$ cat src/design/sme_pkg.sv
// sme_pkg: shared types and constants for the stable matching engine
// used by sme_pref_store and stable_matching_engine
`default_nettype none

package sme_pkg;

    localparam logic OP_PROPOSER = 1'b0;
    localparam logic OP_RECEIVER = 1'b1;

    // control for the preference store
    typedef struct packed {
        logic wr_en;
        logic wr_rank;
        logic prop_rd;
        logic rank_rd;
    } t_pref_ctl;

    typedef enum logic [10:0] {
        S_IDLE     = 11'b00000000001,
        S_INIT     = 11'b00000000010,
        S_POP      = 11'b00000000100,
        S_GETP     = 11'b00000001000,
        S_GETPTR   = 11'b00000010000,
        S_GETR     = 11'b00000100000,
        S_GETOLD   = 11'b00001000000,
        S_CMP      = 11'b00010000000,
        S_OUT_RD   = 11'b00100000000,
        S_OUT_LD   = 11'b01000000000,
        S_OUT_WAIT = 11'b10000000000
    } t_state;

endpackage

`default_nettype wire

$ cat src/design/sme_pref_store.sv
// sme_pref_store: proposer choice memory and inverted receiver rank memory
// one write port shared by both, one registered read port each; uses sme_pkg
`default_nettype none

module sme_pref_store
    import sme_pkg::*;
#(
    parameter int MAX_PAIRS = 16
) (
    input  wire                           i_clk,
    input  wire t_pref_ctl                i_ctl,
    input  wire [$clog2(MAX_PAIRS)-1:0]   i_wr_hi,
    input  wire [$clog2(MAX_PAIRS)-1:0]   i_wr_lo,
    input  wire [$clog2(MAX_PAIRS)-1:0]   i_wr_val,
    input  wire [$clog2(MAX_PAIRS)-1:0]   i_prop_hi,
    input  wire [$clog2(MAX_PAIRS)-1:0]   i_prop_lo,
    input  wire [$clog2(MAX_PAIRS)-1:0]   i_rank_hi,
    input  wire [$clog2(MAX_PAIRS)-1:0]   i_rank_lo,
    output logic [$clog2(MAX_PAIRS)-1:0]  o_prop_q,
    output logic [$clog2(MAX_PAIRS)-1:0]  o_rank_q
);

    localparam int PW    = $clog2(MAX_PAIRS);
    localparam int DEPTH = MAX_PAIRS * MAX_PAIRS;
    localparam int AW    = $clog2(DEPTH);

    logic [PW-1:0] r_prop_mem [DEPTH];
    logic [PW-1:0] r_rank_mem [DEPTH];

    logic [AW-1:0] wr_addr;
    logic [AW-1:0] prop_addr;
    logic [AW-1:0] rank_addr;

    assign wr_addr   = AW'(32'(i_wr_hi) * MAX_PAIRS + 32'(i_wr_lo));
    assign prop_addr = AW'(32'(i_prop_hi) * MAX_PAIRS + 32'(i_prop_lo));
    assign rank_addr = AW'(32'(i_rank_hi) * MAX_PAIRS + 32'(i_rank_lo));

    always_ff @(posedge i_clk) begin
        if (i_ctl.wr_en && !i_ctl.wr_rank) begin
            r_prop_mem[wr_addr] <= i_wr_val;
        end
        if (i_ctl.prop_rd) begin
            o_prop_q <= r_prop_mem[prop_addr];
        end
    end

    always_ff @(posedge i_clk) begin
        if (i_ctl.wr_en && i_ctl.wr_rank) begin
            r_rank_mem[wr_addr] <= i_wr_val;
        end
        if (i_ctl.rank_rd) begin
            o_rank_q <= r_rank_mem[rank_addr];
        end
    end

endmodule

`default_nettype wire

$ cat src/design/stable_matching_engine.sv
// stable_matching_engine: top level, load path, proposal sequencer, result beats
// uses sme_pkg and sme_pref_store
`default_nettype none

// Preference entries load one per cycle while idle: a proposer entry stores the
// receiver at a list position, a receiver entry stores the rank she gives a
// proposer. An entry with person or choice outside 1..MAX_PAIRS, or position at
// or above MAX_PAIRS, is dropped. An entry with last_entry set starts a
// proposer-optimal matching run over n = pair_count pairs (saturated into
// 1..MAX_PAIRS); input stays stalled until all n result beats, one per receiver
// in order, are taken. A run seeds the free stack with all n proposers, then
// handles up to n*n proposals, the steps of one sequencer sharing one comparator
// and memories with one read port each, then reads, loads and shows each result
// beat, held through any output stall. An unmatched receiver reports partner 0.

module stable_matching_engine
    import sme_pkg::*;
#(
    parameter int MAX_PAIRS = 16
) (
    input  wire        i_clk,
    input  wire        i_rst_n,
    input  wire        i_cfg_we,
    input  wire  [4:0] i_cfg_data,
    input  wire        i_in_valid,
    output logic       o_in_stall,
    input  wire        i_opcode,
    input  wire  [4:0] i_person,
    input  wire  [3:0] i_position,
    input  wire  [4:0] i_choice,
    input  wire        i_last_entry,
    output logic       o_out_valid,
    input  wire        i_out_stall,
    output logic [4:0] o_receiver,
    output logic [4:0] o_partner,
    output logic       o_last_result
);

    localparam int PW = $clog2(MAX_PAIRS);
    localparam int CW = $clog2(MAX_PAIRS + 1);

    t_state        r_state, n_state;
    logic [4:0]    r_pair_count;
    logic [CW-1:0] r_n, n_n;
    logic [CW-1:0] r_cnt, n_cnt;
    logic [CW-1:0] r_depth, n_depth;
    logic [PW-1:0] r_p, n_p;
    logic [PW-1:0] r_r, n_r;
    logic [PW-1:0] r_rank_new, n_rank_new;
    logic [PW-1:0] r_old, n_old;

    logic [PW-1:0] r_stk_mem [MAX_PAIRS];
    logic [CW-1:0] r_ptr_mem [MAX_PAIRS];
    logic [PW-1:0] r_cp_mem  [MAX_PAIRS];
    logic [PW-1:0] r_stk_q;
    logic [CW-1:0] r_ptr_q;
    logic [PW-1:0] r_cp_q;
    logic [MAX_PAIRS-1:0] r_ptr_vld;
    logic [MAX_PAIRS-1:0] r_cp_vld;

    logic          r_out_valid;
    logic [4:0]    r_receiver, n_receiver;
    logic [4:0]    r_partner, n_partner;
    logic          r_last_result, n_last_result;
    logic          n_out_valid;

    logic          in_acc;
    logic          ent_ok;
    logic [CW-1:0] n_sat;
    logic          clr_vld;

    logic          stk_we;
    logic [PW-1:0] stk_wa, stk_wd, stk_ra;
    logic          ptr_we;
    logic [CW-1:0] ptr_wd;
    logic [PW-1:0] ptr_ra;
    logic          cp_we;
    logic [PW-1:0] cp_wa, cp_wd, cp_ra;

    t_pref_ctl     pref_ctl;
    logic [PW-1:0] wr_hi, wr_lo, wr_val;
    logic [PW-1:0] prop_hi, prop_lo, rank_hi, rank_lo;
    logic [PW-1:0] prop_q, rank_q;

    logic [CW-1:0] cmp_a, cmp_b;
    logic          cmp_lt;
    logic [CW-1:0] ptr_cur;
    logic [CW-1:0] depth_m1;
    logic [CW-1:0] cnt_p1;

    logic          push_en;
    logic [PW-1:0] push_val;

    assign o_in_stall    = (r_state != S_IDLE);
    assign in_acc        = i_in_valid && !o_in_stall;
    assign o_out_valid   = r_out_valid;
    assign o_receiver    = r_receiver;
    assign o_partner     = r_partner;
    assign o_last_result = r_last_result;

    assign ent_ok = (i_person != 5'd0) && (32'(i_person) <= MAX_PAIRS)
                 && (i_choice != 5'd0) && (32'(i_choice) <= MAX_PAIRS)
                 && (32'(i_position) < MAX_PAIRS);

    always_comb begin
        if (r_pair_count == 5'd0) begin
            n_sat = CW'(1);
        end else if (32'(r_pair_count) > MAX_PAIRS) begin
            n_sat = CW'(MAX_PAIRS);
        end else begin
            n_sat = CW'(r_pair_count);
        end
    end

    // load path
    always_comb begin
        wr_hi = PW'(32'(i_person) - 32'd1);
        if (i_opcode == OP_RECEIVER) begin
            wr_lo  = PW'(32'(i_choice) - 32'd1);
            wr_val = PW'(32'(i_position));
        end else begin
            wr_lo  = PW'(32'(i_position));
            wr_val = PW'(32'(i_choice) - 32'd1);
        end
    end

    assign ptr_cur  = r_ptr_vld[r_p] ? r_ptr_q : '0;
    assign depth_m1 = r_depth - CW'(1);
    assign cnt_p1   = r_cnt + CW'(1);

    // shared comparator
    always_comb begin
        unique case (r_state)
            S_GETPTR: begin
                cmp_a = ptr_cur;
                cmp_b = r_n;
            end
            S_GETR: begin
                cmp_a = CW'(prop_q);
                cmp_b = r_n;
            end
            default: begin
                cmp_a = CW'(r_rank_new);
                cmp_b = CW'(rank_q);
            end
        endcase
    end
    assign cmp_lt = (cmp_a < cmp_b);

    always_comb begin
        n_state       = r_state;
        n_n           = r_n;
        n_cnt         = r_cnt;
        n_depth       = r_depth;
        n_p           = r_p;
        n_r           = r_r;
        n_rank_new    = r_rank_new;
        n_old         = r_old;
        n_out_valid   = r_out_valid;
        n_receiver    = r_receiver;
        n_partner     = r_partner;
        n_last_result = r_last_result;
        clr_vld       = 1'b0;
        stk_we        = 1'b0;
        stk_wa        = '0;
        stk_wd        = '0;
        stk_ra        = depth_m1[PW-1:0];
        ptr_we        = 1'b0;
        ptr_wd        = ptr_cur + CW'(1);
        ptr_ra        = r_stk_q;
        cp_we         = 1'b0;
        cp_wa         = r_r;
        cp_wd         = r_p;
        cp_ra         = prop_q;
        push_en       = 1'b0;
        push_val      = r_p;
        pref_ctl      = '{wr_en: in_acc && ent_ok, wr_rank: (i_opcode == OP_RECEIVER),
                          prop_rd: 1'b0, rank_rd: 1'b0};
        prop_hi       = r_p;
        prop_lo       = ptr_cur[PW-1:0];
        rank_hi       = prop_q;
        rank_lo       = r_p;

        unique case (r_state)
            S_IDLE: begin
                if (in_acc && i_last_entry) begin
                    n_n     = n_sat;
                    n_cnt   = '0;
                    clr_vld = 1'b1;
                    n_state = S_INIT;
                end
            end
            S_INIT: begin
                stk_we = 1'b1;
                stk_wa = r_cnt[PW-1:0];
                stk_wd = PW'(r_n - cnt_p1);
                n_cnt  = cnt_p1;
                if (cnt_p1 == r_n) begin
                    n_depth = r_n;
                    n_state = S_POP;
                end
            end
            S_POP: begin
                if (r_depth == '0) begin
                    n_cnt   = '0;
                    n_state = S_OUT_RD;
                end else begin
                    n_depth = depth_m1;
                    n_state = S_GETP;
                end
            end
            S_GETP: begin
                n_p     = r_stk_q;
                n_state = S_GETPTR;
            end
            S_GETPTR: begin
                if (cmp_lt) begin
                    ptr_we           = 1'b1;
                    pref_ctl.prop_rd = 1'b1;
                    n_state          = S_GETR;
                end else begin
                    n_state = S_POP;
                end
            end
            S_GETR: begin
                if (cmp_lt) begin
                    n_r              = prop_q;
                    pref_ctl.rank_rd = 1'b1;
                    n_state          = S_GETOLD;
                end else begin
                    push_en = 1'b1;
                    n_state = S_POP;
                end
            end
            S_GETOLD: begin
                if (!r_cp_vld[r_r]) begin
                    cp_we   = 1'b1;
                    n_state = S_POP;
                end else begin
                    n_rank_new       = rank_q;
                    n_old            = r_cp_q;
                    pref_ctl.rank_rd = 1'b1;
                    rank_hi          = r_r;
                    rank_lo          = r_cp_q;
                    n_state          = S_CMP;
                end
            end
            S_CMP: begin
                push_en = 1'b1;
                if (cmp_lt) begin
                    cp_we    = 1'b1;
                    push_val = r_old;
                end
                n_state = S_POP;
            end
            S_OUT_RD: begin
                cp_ra   = r_cnt[PW-1:0];
                n_state = S_OUT_LD;
            end
            S_OUT_LD: begin
                n_out_valid   = 1'b1;
                n_receiver    = 5'(32'(r_cnt) + 32'd1);
                n_partner     = r_cp_vld[r_cnt[PW-1:0]] ? 5'(32'(r_cp_q) + 32'd1) : 5'd0;
                n_last_result = (cnt_p1 == r_n);
                n_state       = S_OUT_WAIT;
            end
            S_OUT_WAIT: begin
                if (!i_out_stall) begin
                    n_out_valid = 1'b0;
                    if (r_last_result) begin
                        n_state = S_IDLE;
                    end else begin
                        n_cnt   = cnt_p1;
                        n_state = S_OUT_RD;
                    end
                end
            end
            default: begin
                n_state = S_IDLE;
            end
        endcase

        if (push_en && (32'(r_depth) < MAX_PAIRS)) begin
            stk_we  = 1'b1;
            stk_wa  = r_depth[PW-1:0];
            stk_wd  = push_val;
            n_depth = r_depth + CW'(1);
        end
    end

    sme_pref_store #(
        .MAX_PAIRS(MAX_PAIRS)
    ) u_pref (
        .i_clk     (i_clk),
        .i_ctl     (pref_ctl),
        .i_wr_hi   (wr_hi),
        .i_wr_lo   (wr_lo),
        .i_wr_val  (wr_val),
        .i_prop_hi (prop_hi),
        .i_prop_lo (prop_lo),
        .i_rank_hi (rank_hi),
        .i_rank_lo (rank_lo),
        .o_prop_q  (prop_q),
        .o_rank_q  (rank_q)
    );

    // free stack, choice pointers, current partners
    always_ff @(posedge i_clk) begin
        if (stk_we) begin
            r_stk_mem[stk_wa] <= stk_wd;
        end
        r_stk_q <= r_stk_mem[stk_ra];
    end

    always_ff @(posedge i_clk) begin
        if (ptr_we) begin
            r_ptr_mem[r_p] <= ptr_wd;
        end
        r_ptr_q <= r_ptr_mem[ptr_ra];
    end

    always_ff @(posedge i_clk) begin
        if (cp_we) begin
            r_cp_mem[cp_wa] <= cp_wd;
        end
        r_cp_q <= r_cp_mem[cp_ra];
    end

    always_ff @(posedge i_clk) begin
        if (!i_rst_n) begin
            r_ptr_vld <= '0;
            r_cp_vld  <= '0;
        end else if (clr_vld) begin
            r_ptr_vld <= '0;
            r_cp_vld  <= '0;
        end else begin
            if (ptr_we) begin
                r_ptr_vld[r_p] <= 1'b1;
            end
            if (cp_we) begin
                r_cp_vld[cp_wa] <= 1'b1;
            end
        end
    end

    always_ff @(posedge i_clk) begin
        if (!i_rst_n) begin
            r_state      <= S_IDLE;
            r_pair_count <= 5'd16;
            r_n          <= CW'(MAX_PAIRS);
            r_cnt        <= '0;
            r_depth      <= '0;
            r_out_valid  <= 1'b0;
        end else begin
            r_state     <= n_state;
            r_n         <= n_n;
            r_cnt       <= n_cnt;
            r_depth     <= n_depth;
            r_out_valid <= n_out_valid;
            if (i_cfg_we) begin
                r_pair_count <= i_cfg_data;
            end
        end
    end

    always_ff @(posedge i_clk) begin
        r_p           <= n_p;
        r_r           <= n_r;
        r_rank_new    <= n_rank_new;
        r_old         <= n_old;
        r_receiver    <= n_receiver;
        r_partner     <= n_partner;
        r_last_result <= n_last_result;
    end

    // checks
    a_out_only_in_wait: assert property (@(posedge i_clk) disable iff (!i_rst_n)
        r_out_valid == (r_state == S_OUT_WAIT))
        else $error("result beat outside the output wait state");

    a_depth_bound: assert property (@(posedge i_clk) disable iff (!i_rst_n)
        r_depth <= r_n)
        else $error("free stack deeper than the pair count");

    a_last_to_idle: assert property (@(posedge i_clk) disable iff (!i_rst_n)
        (r_out_valid && !i_out_stall && r_last_result) |=> (r_state == S_IDLE))
        else $error("final result beat did not return to idle");

    a_run_start: assert property (@(posedge i_clk) disable iff (!i_rst_n)
        (in_acc && i_last_entry) |=> (r_state == S_INIT && r_ptr_vld == '0
                                      && r_cp_vld == '0))
        else $error("run start did not clear matching state");

endmodule

`default_nettype wire
$ cat config.mk
export PLATFORM = sky130hd
export DESIGN_NAME = stable_matching_engine
export DESIGN_NICKNAME = d
export VERILOG_FILES = /design/src/design/sme_pkg.sv /design/src/design/sme_pref_store.sv /design/src/design/stable_matching_engine.sv
export SDC_FILE = /design/constraint.sdc
export NUM_CORES = 2
export LEC_CHECK = 0
export BUFFER_PORTS_ARGS = -buffer_cell sky130_fd_sc_hd__buf_4
export CAP_MARGIN = 20
export CELL_PAD_IN_SITES_DETAIL_PLACEMENT = 0
export CELL_PAD_IN_SITES_GLOBAL_PLACEMENT = 1
export CORE_ASPECT_RATIO = 1.25
export CORE_MARGIN = 5
export CORE_UTILIZATION = 58
export DETAILED_ROUTE_END_ITERATION = 7
export PLACE_DENSITY = 0.85
export SYNTH_ARGS = -nofsm -noshare
export SYNTH_HDL_FRONTEND = slang
export SYNTH_SLANG_ARGS = --single-unit
export TNS_END_PERCENT = 100
$ cat constraint.sdc
create_clock -name i_clk -period 65.3 [get_ports i_clk]
set_input_delay 13.06 -clock i_clk [delete_from_list [all_inputs] [get_ports i_clk]]
set_output_delay 13.06 -clock i_clk [all_outputs]
set_load 0.02 [all_outputs]
After elaboration in Yosys (flattened, before gate mapping)
Memories as Yosys holds them, arrays and structs flattened. A register that Yosys moved wholly into a read port is not among the register bits.
Cells that the tools add are included.
- register bits after elaboration: 91
- bits in writable memories: 2256
- input port bits: 26
- output and inout bits: 13
- logic and storage cells: 164
- memories: 5
- add/subtract/negate cells: 12
- order comparisons: 10
- equal/unequal tests: 20
- multiplexer cells: 70
- bitwise operators: 3
- reduce and logical (&&, ||, !) cells: 29
- memories (memory ; words ; bits a word ; read ports ; clocked after memory_dff ; write ports ; line ; text):
    u_pref.r_prop_mem ; 256 ; 4 ; 1 ; 1 ; 1 ; sme_pref_store.sv:27 ; logic [PW-1:0] r_prop_mem [DEPTH];
    u_pref.r_rank_mem ; 256 ; 4 ; 1 ; 1 ; 1 ; sme_pref_store.sv:28 ; logic [PW-1:0] r_rank_mem [DEPTH];
    r_ptr_mem ; 16 ; 5 ; 1 ; 1 ; 1 ; stable_matching_engine.sv:53 ; logic [CW-1:0] r_ptr_mem [MAX_PAIRS];
    r_cp_mem ; 16 ; 4 ; 1 ; 1 ; 1 ; stable_matching_engine.sv:54 ; logic [PW-1:0] r_cp_mem [MAX_PAIRS];
    r_stk_mem ; 16 ; 4 ; 1 ; 1 ; 1 ; stable_matching_engine.sv:52 ; logic [PW-1:0] r_stk_mem [MAX_PAIRS];
- operators with widths (cell ; count):
    $pmux W11 S11 ; 1
    $mux W5 ; 11
    $mux W4 ; 13
    $mux W11 ; 3
    $or A16 B16 Y16 ; 2
    $mux W1 ; 25
    $add A8 B4 Y8 ; 3
    $add A5 B1 Y5 const B ; 4
    $pmux W5 S2 ; 2
    $pmux W5 S4 ; 1
    $mux W9 ; 2
    $lt A4 B5 Y1 const B ; 3
    $bmux W1 S4 ; 3
    $eq A11 B1 Y1 const B ; 1
    $eq A11 B10 Y1 const B ; 1
    $eq A11 B11 Y1 const B ; 1
    $eq A11 B2 Y1 const B ; 1
    $eq A11 B3 Y1 const B ; 1
    $eq A11 B4 Y1 const B ; 1
    $eq A11 B5 Y1 const B ; 1
    $eq A11 B6 Y1 const B ; 1
    $eq A11 B7 Y1 const B ; 1
    $eq A11 B8 Y1 const B ; 1
    $eq A11 B9 Y1 const B ; 1
    other kinds (30) ; 60

Depth between registers and ports, before layout
- word-level depth: 11
- gate-level depth with buffers: 22
- gate-level depth less buffers: 16

Modules after synthesis
Synthesis repeated with hierarchy kept, for this count alone.
- cells, all modules: 5140
- area total of the unflattened synthesis: 95371.5 um2
- modules (own cells, without submodules) (module ; instances ; cells each ; area an instance (um2)):
    sme_pref_store ; 1 ; 4067 ; 81081.5
    stable_matching_engine ; 1 ; 1073 ; 14290.0

Least setup slack after synthesis
Ideal clock, no wire load.
- path type: in2reg
- start: in i_choice[0]
- end: mem u_pref.r_prop_mem[0][1] in the netlist's numbering (data pin)
- library setup time: 4.169 ns
- arrival time: 33.227 ns
- required time: 61.131 ns
- slack: 27.905 ns
- stages: 3
- path buffers: 0
- cell sequence: inv_1 -> ha_1 -> o21ai_0
- word-level cells in the longest chain between the ends: 2
- RTL lines (item ; line ; text):
    start: declaration ; stable_matching_engine.sv:30 ; input wire [4:0] i_choice,
    $sub A4 B1 Y4 ; stable_matching_engine.sv:123 ; wr_val = PW'(32'(i_choice) - 32'd1);
    $mux W4 ; stable_matching_engine.sv:118 ; if (i_opcode == OP_RECEIVER) begin
    via u_pref.i_wr_val[1] ; sme_pref_store.sv:14 ; input wire [$clog2(MAX_PAIRS)-1:0] i_wr_val,
    end: declaration ; sme_pref_store.sv:27 ;
The timed path passes the listed nets, and every way through them passes these cells.

Worst setup path after layout
- start: in i_person[2]
- end: mem u_pref.r_prop_mem[154][3] in the netlist's numbering, enable pin
- word-level cells in the longest chain between the ends: 8
- elaborated cells between the ends (all ways): 11
- those cells by class: add/sub: 2; order compare: 1; mux: 2; reduce/logical: 6
- RTL lines (item ; line ; text):
    start: declaration ; stable_matching_engine.sv:28 ; input wire [4:0] i_person,
    parallel branches: the longest is 8 deep, another holds $add A8 B4 Y8 ; n/a ;
Parallel ways; which one is timed is not known.

==> metrics.txt <==
Seq/Total Area, Yosys 0.735; die area 173000 um2; commonest non-fill, non-tap cells in the layout edfxtp_1, nand2_1, nor2_1, nand3_1, mux2i_1; mean area per synthesized cell 14.6 um2; Post-Route WL 266000 um; RSZ-0062 raised after global routing false; Ys Warns 0; Final Hold Fails 0; fmax approximately 58 MHz; drt first pass iters 6; crit-path max FO 17; Max IR drop VDD between 0.03 and 0.04 mV; Power, Total slightly below 3 mW; # resized after CTS 0; drc violations 0; number of instances in the placed design approximately 8500; kind of end point of the critical path flop; DP HPWL around 160000 um; Adder-Cell Fraction of Synth Area 0.00191; Setup Buffers After CTS 0; Setup CP Type in2reg; worst skew pair latency between 0.8 and 0.9 ns; first-pass GRT wire length about 380000 um; post-layout min period between 15 and 20 ns; #FFs+latches synth ~2400; post-synthesis simple-gate area fraction 0.109; Setup WS post-layout approximately 48 ns; routed len/inst 29.8 um; vias in the first global route roughly 60000; largest family of logic cells by synthesized area simple AND/OR/NAND/NOR gates; pwr dens approximately 28 nW/um2; pre-CTS setup slack roughly 47 ns; Via-to-Cell Ratio between 6 and 7; number of synthesized flops with an enable pin ~2300; Worst-Margin Slew 1.28 ns; TritonCTS clock tree yes; # hold bufs at CTS 0; worst reg-to-reg path cell count 13; Mapped Cells around 6600; Leak 33.8 nW; share of flip-flops with an asynchronous set or reset 0; main flop type after synthesis edfxtp_1; Worst EP required 65.81 ns; clk slew on worst S/H paths approximately 0.06 ns; initial antenna violation count 5; root buf cell clkbuf_16; layout cells sized above 1 0.118; area delta synth->final 10.2%; Initial DRC Count slightly above 8000; compound-gate portion of the synthesized area 0.0563; GRT Total Usage 0.301; Core Footprint approximately 160000 um2; Slew Limit Fails 0; Max-cap violations 0; Std-Cell Rows between 150 and 200; Final Instance Count excl. Fillers slightly below 9000; max_slew headroom 0.140; Vias a little under 60000; count of cell types in the netlist 87; initial core utilization 0.584; clk buf depth 3; commonest non-fill, non-tap cell in the layout edfxtp_1; worst endpoint data arrival time around 18 ns; Post-Synth XOR/XNOR Area 0.00174; nets approximately 6600; status finished, final reports clean; number of buffers created by CTS between 200 and 250; clk_skew 0.0254 ns; Post-DRT Antenna Nets 0; Synth Cell Area approximately 96000 um2; Worst Hold Class reg2reg; # clock sinks approximately 2400; Startpoint Class input pin; H-Tree Depth 4; hold path cells 0; Syn Nets 6592; largest net degree at the start of global routing 190; RePlAce Congestion 0.916; chip width roughly 370 um; final setup violation count 0; fin crit share 0.264; number of buffers added on ports 38; TNS Setup 0 ns; Top Ports 39; multiplexer share of the synthesized area 0.0779; GRT overflow 0; DIE HEIGHT 464 um
[report_power, final]
| part | switching [mW] | internal (mW) | total, mW |
|---|---|---|---|
| clock | 0.544 | 0.685 | 1.23 |
| combinational | 0.0625 | 0.0101 | 0.0726 |
| sequential | 0.00151 | 1.68 | 1.68 |
| total | 0.608 | 2.38 | 2.98 |
[stage by stage]
stage               instance area, um2   util  hold WS (ns)
finish                          106000  0.644         0.441
floorplan                        95800      -         0.406
CTS                             105000  0.644         0.443
global placement                 98600  0.602         0.430
detailed placement               98700  0.602         0.429
global route                    106000  0.644         0.460
[metal layers]
layer,up-vias,share of wire,GRT usage
li1,25012,-,-
met1,29403,0.35,0.375
met2,3679,0.49,0.503
met3,804,0.096,0.0564
met4,0,0.066,0.163
met5,-,0,0
[registers in the layout, indices dropped and copies added, names as in the netlist, 11 cells and up]
register	cells
r_cp_mem	64
u_pref.r_prop_mem	1024
r_stk_mem	64
r_ptr_vld	16
u_pref.r_rank_mem	1024
r_ptr_mem	80
r_state	11
r_cp_vld	16
[final timing paths]
check,from,to,slack (ns)
min reg2reg,u_pref.o_rank_q[0]$_DFFE_PP_,r_rank_new[0]$_DFFE_PP_,0.44
max,i_person[2],u_pref.r_prop_mem[154][3]$_DFFE_PP_,48.07
min,u_pref.o_rank_q[0]$_DFFE_PP_,r_rank_new[0]$_DFFE_PP_,0.44
max reg2reg,r_state[8]$_SDFFE_PN0P_,u_pref.o_rank_q[2]$_DFFE_PP_,58.24
[final cells by class]
class,count,area [um2]
Multi-Input combinational cell,3744,23900
Tap cell,2184,2730
Antenna cell,3,7.51
Sequential cell,2368,70300
Timing Repair Buffer,199,1620
Fill cell,11469,58300
Clock buffer,265,5720
Clock inverter,129,1120
Inverter,29,111
[worst max-delay path: stages]
cell and delay, ns:
buf_4 0.14, nor2_1 0.13, buf_4 0.28, nand2_1 0.53
xor2_1 0.37, nand4_1 0.50, nor2_1 0.99, nand3_1 0.87
buf_4 0.49, nor2_1 0.33
[Yosys cell counts (9+ instances only)]
master        n  share of area
edfxtp_1   2291           0.72
nand2_1    1020          0.040
nor2_1      701          0.027
nand3_1     344          0.018
clkbuf_1    295          0.012
mux2i_1     282          0.029
mux4_2      198          0.047
a21oi_1     126         0.0066
o21ai_0     118         0.0062
o22ai_1     115         0.0075
a31oi_1     104         0.0068
and3_1       80         0.0052
dfxtp_1      77          0.016
nand4_1      65         0.0042
buf_2        58         0.0030
nor3_1       57         0.0030
a311oi_1     56         0.0051
buf_1        55         0.0022
a211oi_1     39         0.0031
o21a_1       39         0.0031
a32oi_1      34         0.0031
nor2b_1      30         0.0020
inv_1        27         0.0011
nor4_1       27         0.0018
a221oi_1     21         0.0019
o211ai_1     19         0.0015
nand2b_1     18         0.0012
and2_1       17         0.0011
mux2_2       16         0.0019
ha_1         13         0.0017
or3_1        11        0.00072
xnor2_1      11         0.0010
or2_2        10        0.00065
a211o_1       9        0.00082
a311o_1       9        0.00094
a31o_2        9        0.00082
o2111ai_1     9        0.00082
[logic make-up (layout without fill, tap and decap cells)]
group                    count (synthesis)  after routing
flip-flops                            2368           2368
multiplexers                           496            496
AO/OA/AOI/OAI                          793            793
AND/OR/NAND/NOR                       2422           2422
buffers and inverters                  440            622
adder cells (fa/ha/maj)                 14             14
XOR/XNOR                                19             19
other                                    0              3
Note: power is estimated with default switching activity, not from simulation.
